`config.mk`:
```
export PLATFORM = sky130hd
export DESIGN_NAME = telemetry_command_deframer_flat
export DESIGN_NICKNAME = d
export VERILOG_FILES = /design/src/hw/rtl/tcd_pkg.sv /design/src/hw/rtl/tcd_in_if.sv /design/src/hw/rtl/tcd_out_if.sv /design/src/hw/rtl/telemetry_command_deframer.sv /design/src/flat_wrapper.sv
export VERILOG_INCLUDE_DIRS = /design/src /design/src/hw/rtl
export SDC_FILE = /design/constraint.sdc
export NUM_CORES = 1
export LEC_CHECK = 0
export ABC_AREA = 1
export BUFFER_PORTS_ARGS = -buffer_cell sky130_fd_sc_hd__buf_4
export CORE_UTILIZATION = 30
export CTS_BUF_LIST = sky130_fd_sc_hd__clkbuf_8
export CTS_CLUSTER_DIAMETER = 150
export DETAILED_ROUTE_END_ITERATION = 12
export GPL_TIMING_DRIVEN = 0
export PLACE_DENSITY = 0.5
export SLEW_MARGIN = 20
export SYNTH_ARGS = -nofsm -noshare
export SYNTH_HDL_FRONTEND = slang
export SYNTH_SLANG_ARGS = --single-unit
```
`constraint.sdc`:
```
create_clock -name clk -period 4.8 [get_ports clk]
set_input_delay 0.48 -clock clk [delete_from_list [all_inputs] [get_ports clk]]
set_output_delay 0.48 -clock clk [all_outputs]
set_load 0.005 [all_outputs]
```
`src/hw/rtl/telemetry_command_deframer_macros.svh`:
```
// Assertion helpers for the command deframer.
// Each macro expects clk and rst_n in scope and is held off while reset is asserted.
`ifndef TELEMETRY_COMMAND_DEFRAMER_MACROS_SVH
`define TELEMETRY_COMMAND_DEFRAMER_MACROS_SVH

// The consequent must hold in the same cycle as the antecedent.
`define TCD_ASSERT_IMPLY(label, ante, cons) \
    label: assert property (@(posedge clk) disable iff (!rst_n) (ante) |-> (cons)) \
        else $error("deframer same-cycle check failed");

// The consequent must hold in the cycle after the antecedent.
`define TCD_ASSERT_NEXT(label, ante, cons) \
    label: assert property (@(posedge clk) disable iff (!rst_n) (ante) |=> (cons)) \
        else $error("deframer next-cycle check failed");

`endif

```
`src/hw/rtl/tcd_pkg.sv`:
```
`default_nettype none

package tcd_pkg;

    localparam int BYTE_W   = 8;
    localparam int ACTION_W = 3;
    localparam int SLOT_W   = 4;
    localparam int VALUE_W  = 17;

    localparam int STORED_BYTES_DEF = 20;
    localparam int RUN_MAX          = 11;

    localparam logic [7:0] HDR0     = 8'hAA;
    localparam logic [7:0] HDR1     = 8'hAF;
    localparam logic [7:0] HEAD_SUM = 8'h59;

    localparam logic [7:0] FUNC_CAL      = 8'h01;
    localparam logic [7:0] FUNC_REQ      = 8'h02;
    localparam logic [7:0] FUNC_ANGLE    = 8'h03;
    localparam logic [7:0] FUNC_GAIN     = 8'h10;
    localparam logic [7:0] FUNC_ACK_LO   = 8'h11;
    localparam logic [7:0] FUNC_ACK_2    = 8'h12;
    localparam logic [7:0] FUNC_ACK_3    = 8'h13;
    localparam logic [7:0] FUNC_ACK_4    = 8'h14;
    localparam logic [7:0] FUNC_ACK_HI   = 8'h15;

    localparam logic [7:0] SUB_GYRO = 8'h02;
    localparam logic [7:0] SUB_MAG  = 8'h04;
    localparam logic [7:0] SUB_PID  = 8'h01;

    localparam logic [ACTION_W-1:0] ACT_GYRO_CAL = 3'd0;
    localparam logic [ACTION_W-1:0] ACT_MAG_CAL  = 3'd1;
    localparam logic [ACTION_W-1:0] ACT_PID_REQ  = 3'd2;
    localparam logic [ACTION_W-1:0] ACT_ANGLE    = 3'd3;
    localparam logic [ACTION_W-1:0] ACT_GAIN     = 3'd4;
    localparam logic [ACTION_W-1:0] ACT_ACK      = 3'd5;
    localparam logic [ACTION_W-1:0] ACT_SAVE     = 3'd6;

endpackage

`default_nettype wire

```
`src/hw/rtl/tcd_in_if.sv`:
```
`default_nettype none

interface tcd_in_if;
    import tcd_pkg::*;

    logic              valid;
    logic              ready;
    logic [BYTE_W-1:0] rx_byte;

    modport source (output valid, output rx_byte, input ready);
    modport sink   (input valid, input rx_byte, output ready);
endinterface

`default_nettype wire

```
`src/hw/rtl/tcd_out_if.sv`:
```
`default_nettype none

interface tcd_out_if;
    import tcd_pkg::*;

    logic                      valid;
    logic                      ready;
    logic [ACTION_W-1:0]       action;
    logic [SLOT_W-1:0]         slot;
    logic signed [VALUE_W-1:0] value;
    logic [BYTE_W-1:0]         ack_sum;
    logic                      last;

    modport source (output valid, output action, output slot, output value,
                    output ack_sum, output last, input ready);
    modport sink   (input valid, input action, input slot, input value,
                    input ack_sum, input last, output ready);
endinterface

`default_nettype wire

```
`src/hw/rtl/telemetry_command_deframer.sv`:
```
// Command deframer: takes one received byte per beat on cmd, finds frames that start with
// 0xAA 0xAF, carry a function code and a length byte, and end with an 8-bit sum over every
// earlier frame byte, and turns each frame whose sum matches into a run of action beats on
// act, the final beat of a run marked by last. A byte is taken in every cycle while no run
// is pending. After a matching check byte, cmd is held off until the last action of the run
// (eleven for a gain frame) has gone into the result register, or until the frame is found
// to decode to no action. The result register cannot move on while act is stalled, and the
// actions are read out of the frame byte store one per cycle in which it is free.
// Frame bytes from position 2 up to STORED_BYTES+1 are kept in that store, which reset
// clears, so a short frame decodes whatever earlier frames left in it.
`default_nettype none

`include "telemetry_command_deframer_macros.svh"

module telemetry_command_deframer #(
    parameter int STORED_BYTES = tcd_pkg::STORED_BYTES_DEF
) (
    input  wire        clk,
    input  wire        rst_n,
    tcd_in_if.sink     cmd,
    tcd_out_if.source  act
);
    import tcd_pkg::*;

    localparam int IDX_W = $clog2(STORED_BYTES);

    // Frame sync state. The spare code falls back to hunting.
    typedef enum logic [1:0] {
        PH_HUNT  = 2'd0,
        PH_HEAD2 = 2'd1,
        PH_BODY  = 2'd2
    } phase_t;

    phase_t      phase_reg, phase_next;
    logic [8:0]  pos_reg, pos_next;
    logic [7:0]  len_reg, len_next;
    logic [7:0]  sum_reg, sum_next;
    logic [7:0]  store_reg [STORED_BYTES];

    // Action run sequencer and the result register.
    logic        run_active_reg, run_active_next;
    logic [3:0]  idx_reg, idx_next;
    logic [7:0]  run_sum_reg;

    logic                      out_valid_reg, out_valid_next;
    logic [ACTION_W-1:0]       out_action_reg, out_action_next;
    logic [SLOT_W-1:0]         out_slot_reg, out_slot_next;
    logic signed [VALUE_W-1:0] out_value_reg, out_value_next;
    logic [BYTE_W-1:0]         out_sum_reg, out_sum_next;
    logic                      out_last_reg, out_last_next;

    logic       accept_in;
    logic [7:0] rx;
    logic       run_start;
    logic [8:0] len_end;
    logic [8:0] pos_minus2;
    logic       store_we;
    logic [IDX_W-1:0] wr_idx;

    logic [7:0]  func;
    logic [7:0]  sub;
    logic [3:0]  run_count;
    logic        out_free;
    logic        load;
    logic        load_last;

    logic [VALUE_W-1:0] gain_word  [9];
    logic [VALUE_W-1:0] angle_word [3];

    assign cmd.ready  = !run_active_reg;
    assign accept_in  = cmd.valid && !run_active_reg;
    assign rx         = cmd.rx_byte;
    assign len_end    = {1'b0, len_reg} + 9'd4;
    assign pos_minus2 = pos_reg - 9'd2;
    assign wr_idx     = pos_minus2[IDX_W-1:0];
    assign store_we   = accept_in && (phase_reg == PH_BODY) && (pos_reg >= 9'd2)
                        && (pos_minus2 < 9'(STORED_BYTES));

    // Byte parser. The check byte is compared against the sum of everything before it.
    always_comb
    begin
        phase_next = phase_reg;
        pos_next   = pos_reg;
        len_next   = len_reg;
        sum_next   = sum_reg;
        run_start  = 1'b0;
        if (accept_in)
        begin
            case (phase_reg)
                PH_HEAD2:
                begin
                    if (rx == HDR1)
                    begin
                        phase_next = PH_BODY;
                        pos_next   = 9'd2;
                        sum_next   = HEAD_SUM;
                    end
                    else
                    begin
                        // A bad second header byte is never taken as a new first byte.
                        phase_next = PH_HUNT;
                        pos_next   = 9'd0;
                    end
                end
                PH_BODY:
                begin
                    if (pos_reg == 9'd3)
                    begin
                        len_next = rx;
                        sum_next = sum_reg + rx;
                        pos_next = pos_reg + 9'd1;
                    end
                    else if (pos_reg == len_end)
                    begin
                        run_start  = (sum_reg == rx);
                        phase_next = PH_HUNT;
                        pos_next   = 9'd0;
                        len_next   = 8'd0;
                        sum_next   = 8'd0;
                    end
                    else
                    begin
                        sum_next = sum_reg + rx;
                        pos_next = pos_reg + 9'd1;
                    end
                end
                default:
                begin
                    if (rx == HDR0)
                    begin
                        phase_next = PH_HEAD2;
                        pos_next   = 9'd1;
                    end
                    else
                    begin
                        phase_next = PH_HUNT;
                        pos_next   = 9'd0;
                    end
                end
            endcase
        end
    end

    // Big-endian words at fixed store places: gains from position 4 upward, and the
    // angles in the order x (positions 10/11), y (8/9), z (6/7).
    always_comb
    begin
        for (int i = 0; i < 9; i++)
        begin
            gain_word[i] = {store_reg[2 + 2 * i][7], store_reg[2 + 2 * i],
                            store_reg[3 + 2 * i]};
        end
        for (int j = 0; j < 3; j++)
        begin
            angle_word[j] = {store_reg[8 - 2 * j][7], store_reg[8 - 2 * j],
                             store_reg[9 - 2 * j]};
        end
    end

    assign func = store_reg[0];
    assign sub  = store_reg[2];

    always_comb
    begin
        case (func)
            FUNC_CAL:    run_count = (sub == SUB_GYRO || sub == SUB_MAG) ? 4'd1 : 4'd0;
            FUNC_REQ:    run_count = (sub == SUB_PID) ? 4'd1 : 4'd0;
            FUNC_ANGLE:  run_count = 4'd3;
            FUNC_GAIN:   run_count = 4'(RUN_MAX);
            FUNC_ACK_LO, FUNC_ACK_2, FUNC_ACK_3, FUNC_ACK_4, FUNC_ACK_HI:
                         run_count = 4'd1;
            default:     run_count = 4'd0;
        endcase
    end

    assign out_free  = !out_valid_reg || act.ready;
    assign load      = run_active_reg && out_free && (run_count != 4'd0);
    assign load_last = (idx_reg == run_count - 4'd1);

    // Run sequencer: one action into the result register per free cycle.
    always_comb
    begin
        run_active_next = run_active_reg;
        idx_next        = idx_reg;
        out_valid_next  = out_valid_reg && !act.ready;
        out_action_next = out_action_reg;
        out_slot_next   = out_slot_reg;
        out_value_next  = out_value_reg;
        out_sum_next    = out_sum_reg;
        out_last_next   = out_last_reg;

        if (run_start)
        begin
            run_active_next = 1'b1;
            idx_next        = 4'd0;
        end
        else if (run_active_reg && run_count == 4'd0)
        begin
            // A matching frame with an unknown function or sub-command gives no actions.
            run_active_next = 1'b0;
        end
        else if (load)
        begin
            out_valid_next  = 1'b1;
            out_last_next   = load_last;
            out_slot_next   = '0;
            out_value_next  = '0;
            out_sum_next    = '0;
            out_action_next = ACT_ACK;
            case (func)
                FUNC_CAL:
                begin
                    out_action_next = (sub == SUB_GYRO) ? ACT_GYRO_CAL : ACT_MAG_CAL;
                end
                FUNC_REQ:
                begin
                    out_action_next = ACT_PID_REQ;
                end
                FUNC_ANGLE:
                begin
                    out_action_next = ACT_ANGLE;
                    out_slot_next   = idx_reg;
                    out_value_next  = VALUE_W'(17'd0 - angle_word[idx_reg[1:0]]);
                end
                FUNC_GAIN:
                begin
                    if (idx_reg < 4'd9)
                    begin
                        out_action_next = ACT_GAIN;
                        out_slot_next   = idx_reg;
                        out_value_next  = gain_word[idx_reg];
                    end
                    else if (idx_reg == 4'd9)
                    begin
                        out_action_next = ACT_ACK;
                        out_value_next  = {9'd0, func};
                        out_sum_next    = run_sum_reg;
                    end
                    else
                    begin
                        out_action_next = ACT_SAVE;
                    end
                end
                default:
                begin
                    out_action_next = ACT_ACK;
                    out_value_next  = {9'd0, func};
                    out_sum_next    = run_sum_reg;
                end
            endcase
            if (load_last)
            begin
                run_active_next = 1'b0;
                idx_next        = 4'd0;
            end
            else
            begin
                idx_next = idx_reg + 4'd1;
            end
        end
    end

    always_ff @(posedge clk or negedge rst_n)
    begin
        if (!rst_n)
        begin
            phase_reg      <= PH_HUNT;
            pos_reg        <= '0;
            len_reg        <= '0;
            sum_reg        <= '0;
            for (int k = 0; k < STORED_BYTES; k++)
            begin
                store_reg[k] <= '0;
            end
            run_active_reg <= 1'b0;
            idx_reg        <= '0;
            run_sum_reg    <= '0;
            out_valid_reg  <= 1'b0;
            out_action_reg <= '0;
            out_slot_reg   <= '0;
            out_value_reg  <= '0;
            out_sum_reg    <= '0;
            out_last_reg   <= 1'b0;
        end
        else
        begin
            phase_reg <= phase_next;
            pos_reg   <= pos_next;
            len_reg   <= len_next;
            sum_reg   <= sum_next;
            if (store_we)
            begin
                store_reg[wr_idx] <= rx;
            end
            if (run_start)
            begin
                run_sum_reg <= sum_reg;
            end
            run_active_reg <= run_active_next;
            idx_reg        <= idx_next;
            out_valid_reg  <= out_valid_next;
            out_action_reg <= out_action_next;
            out_slot_reg   <= out_slot_next;
            out_value_reg  <= out_value_next;
            out_sum_reg    <= out_sum_next;
            out_last_reg   <= out_last_next;
        end
    end

    assign act.valid   = out_valid_reg;
    assign act.action  = out_action_reg;
    assign act.slot    = out_slot_reg;
    assign act.value   = out_value_reg;
    assign act.ack_sum = out_sum_reg;
    assign act.last    = out_last_reg;

    // The position never runs past the check byte of the frame in progress.
    `TCD_ASSERT_IMPLY(a_pos_bound, phase_reg == PH_BODY, pos_reg <= len_end)
    // Hunting always sits at position zero.
    `TCD_ASSERT_IMPLY(a_hunt_pos, phase_reg == PH_HUNT, pos_reg == 9'd0)
    // A matching check byte always opens a run and so holds off the byte channel.
    `TCD_ASSERT_NEXT(a_run_opens, run_start, run_active_reg && !cmd.ready)
    // The run index stays inside the longest run.
    `TCD_ASSERT_IMPLY(a_run_idx, run_active_reg, idx_reg < 4'(RUN_MAX))

endmodule

`default_nettype wire

```
`src/flat_wrapper.sv`:
```
// flat-port wrapper written by rule: the top's interface ports become plain ports
module telemetry_command_deframer_flat import tcd_pkg::*;
#(
    parameter int STORED_BYTES = tcd_pkg::STORED_BYTES_DEF
)
  (clk, rst_n, cmd_valid, cmd_rx_byte, cmd_ready, act_valid, act_action, act_slot, act_value, act_ack_sum, act_last, act_ready);
  tcd_in_if cmd_i ();
  tcd_out_if act_i ();
  input  wire clk;
  input  wire rst_n;
  input wire logic [$bits(cmd_i.valid)-1:0] cmd_valid;
  input wire logic [$bits(cmd_i.rx_byte)-1:0] cmd_rx_byte;
  output wire logic [$bits(cmd_i.ready)-1:0] cmd_ready;
  output wire logic [$bits(act_i.valid)-1:0] act_valid;
  output wire logic [$bits(act_i.action)-1:0] act_action;
  output wire logic [$bits(act_i.slot)-1:0] act_slot;
  output wire logic [$bits(act_i.value)-1:0] act_value;
  output wire logic [$bits(act_i.ack_sum)-1:0] act_ack_sum;
  output wire logic [$bits(act_i.last)-1:0] act_last;
  input wire logic [$bits(act_i.ready)-1:0] act_ready;
  assign cmd_i.valid = cmd_valid;
  assign cmd_i.rx_byte = cmd_rx_byte;
  assign cmd_ready = cmd_i.ready;
  assign act_valid = act_i.valid;
  assign act_action = act_i.action;
  assign act_slot = act_i.slot;
  assign act_value = act_i.value;
  assign act_ack_sum = act_i.ack_sum;
  assign act_last = act_i.last;
  assign act_i.ready = act_ready;
  telemetry_command_deframer #(.STORED_BYTES(STORED_BYTES)) u_core (.clk(clk), .rst_n(rst_n), .cmd(cmd_i), .act(act_i));
endmodule
```
==> impl_results.md <==
- Leading area contributor after synthesis: dfrtp_1
- Failing checks: design-rule violations
- HP Class: primary input to flip-flop
- Slew Limit Headroom: 0.363
- Sequential fraction of the synthesis area: 0.469
- Crit path launch: u_core.idx_reg[0]
- Worst vdd ir: about 0.00017 V
- Setup Crit Path Kind: flip-flop to flip-flop
- Crit Path Max Fanout: 10
- Total number of yosys warnings: 0
- Syn Nets: between 1500 and 2000
- Post-route ant nets: 0
- Fin Clk Skew: approximately 0.027 ns
- Final hold slack: roughly 0.2 ns
- 1st-iter DRT viols: 887
- Reg-to-Reg End: u_core.act.slot[0]
- Largest net degree at the start of global routing: 86
- DPL Wire Length: between 30 and 40 mm
- Static leakage: between 6 and 7 nW
- CP startpoint kind: flip-flop
- Mapped cell area: between 0.01 and 0.015 mm²
- Vias per cell: between 5 and 6
- Final period util: 0.840
- Hold Path Stages: 4
- Layout cells sized above 1: 0.0899
- MaxCap Viol Count: 0
- EDFF count, synth: 0
- I/O pins: 47
- FF-to-FF path depth: 11
- Max Freq: approximately 250 MHz
- Core area: between 0.03 and 0.04 mm²
- Flip-flop count of the largest register, all copies and words added: 88
- Area delta synth->final: 16.0%
- Num Clock Sinks: ~230
- Die width: about 200 µm
- Min Tclk post-route: approximately 4 ns
- R2r startpoint: u_core.idx_reg[0]
- Mean Syn Cell Area: between 7 and 8 µm²
- CTS max path bufs: 3
- Root Driver: clkbuf_8
- First-pass GRT wire length: ~65 mm
- Clock Latency Late Sink: roughly 0.57 ns
- DR DRC count: 2
- Antenna cells: 0
- Area contributors post-synth: dfrtp_1, nand2_1, o21ai_0
- FF-to-FF setup slack: 0.77 ns
- # nets final: around 1700
- Final hold violation count: 0
- CP endpoint kind: flip-flop
- Grt total ovfl: 0
- Top-area cell type share of the netlist area: 0.469
- Synth Flop Type: dfrtp_1
- Post-Syn Instances: between 1500 and 2000
- PwrDens: approximately 280 mW/mm²
- Die ar.: 0.0410 mm²
- Final setup vio count: 0
- Rows: 73
- Critical Path RT: 5.26 ns
- Vias in the first global route: ~11000
- Clock-pin slew on the worst setup and hold paths: 0.06 ns
- Antenna violations before repair: 1
- Status: complete, but fails checks
- Htree depth: 2
- Synth unique cells: 41
- Cts bufs inserted: 44
- Gpl congestion: between 0.9 and 1
- RSZ-0062 raised after global routing: no
- Router iterations before antenna repair: 10
- Total wire length: 42.2 mm
- Vias: 11200
- CTS tree: done
- Die extent in y: 203 µm
- Yosys reg bits: roughly 230
- Initial Util: 0.304
- Async set-or-reset flop fraction in the synthesized netlist: 1.00
- CP Data Arrival Time: approximately 4.5 ns
- I/O Buffers: 46
- Least-Margin Pin Slew: 0.956 ns
- Worst hold start: act_ready
- Hold worst-path end: u_core.act.valid
- Final slew viol count: 0
- Mean routed wirelength per cell: 18.9 µm
- TNS Setup: 0 ns
- Total GRT Usage: 0.208
[synthesized netlist by cell type, types with 11 or more instances]
cell and count:
nand2_1 509, dfrtp_1 226, o21ai_0 201, inv_1 128, nor2_1 115, nand3_1 109, clkbuf_1 57, nand4_1 26
a21oi_1 23, ha_1 22, xor2_1 14, buf_6 11, o2111ai_1 11, o211ai_1 11, o31ai_1 11
[critical path: stages, from the launching register on]
cell	delay, ns
dfrtp_1	0.41
buf_2	0.19
clkinv_1	0.17
buf_2	0.27
clkbuf_1	0.52
clkbuf_1	0.73
ha_1	0.27
a21oi_1	0.11
nor2_1	0.34
clkbuf_1	0.43
nor2_1	0.21
o31ai_1	0.26
[cell usage in the layout (no fill, tap or decap), types with 22 or more instances in the layout]
master    instances
nand2_1         509
dfrtp_1         226
o21ai_0         201
inv_1           147
nor2_1          115
nand3_1         109
clkbuf_1         57
clkbuf_8         53
buf_4            45
nand4_1          26
a21oi_1          23
ha_1             22
[worst max path at each step]
stage	to	slack, ns	cells past startpoint
after global routing	u_core.act.value[11]	0.57	15
final	u_core.act.slot[0]	0.77	11
after CTS	u_core.act.slot[0]	0.77	11
after global placement	u_core.act.slot[1]	0.79	11
after floorplan	u_core.act.slot[3]	2.29	11
after detailed placement	u_core.act.slot[0]	0.78	11
[power breakdown]
| part | switching, mW | internal, mW | leakage, nW |
|---|---|---|---|
| Combinational | 0.104 | 0.0324 | 3.16 |
| Sequential | 0.00583 | 1.91 | 3.08 |
| Clock | 0.857 | 1.05 | 0.516 |
| Total | 0.967 | 2.99 | 6.76 |
[repair_timing]
item / 4_1_cts / 5_1_grt
hold endpoints to repair: 62 / 0
buffers inserted: 0 / 0
hold buffers: 1 / 0
resized for setup: 0 / 0
[per-stage QoR]
step           power, mW  area (µm²)  worst slack [ns]  utilization  instances
2_1_floorplan       1.99       12100              2.29            -       1575
3_3_place_gp        2.08       13100             0.790        0.329       2146
3_5_place_dp        2.09       13100             0.782        0.331       2148
4_1_cts             4.01       14000             0.769        0.352       2227
5_1_grt             4.11       14000             0.570        0.352       2227
6_report            3.96       14000             0.767        0.352       2227
[logic make-up after synthesis]
family                   synth area share
adder cells (fa/ha/maj)            0.0245
buffers and inverters              0.0745
AO/OA/AOI/OAI                       0.131
flip-flops                          0.469
AND/OR/NAND/NOR                     0.290
XOR/XNOR                           0.0123
[layout make-up]
class,instances,area (µm²)
Buffer,80,393
Clock buffer,53,729
Clock inverter,25,130
Fill cell,4257,25700
Inverter,135,507
Multi-Input combinational cell,1134,5520
Sequential cell,226,5660
Tap cell,525,657
Timing Repair Buffer,49,418
[metal layers]
metal	up-vias	track usage	part of all wire
met3	82	0.0324	0.061
met5	-	0	0.00028
met2	365	0.320	0.45
met4	2	0.0642	0.028
li1	5347	-	-
met1	5381	0.297	0.46
(Power assumes the default switching activity.)
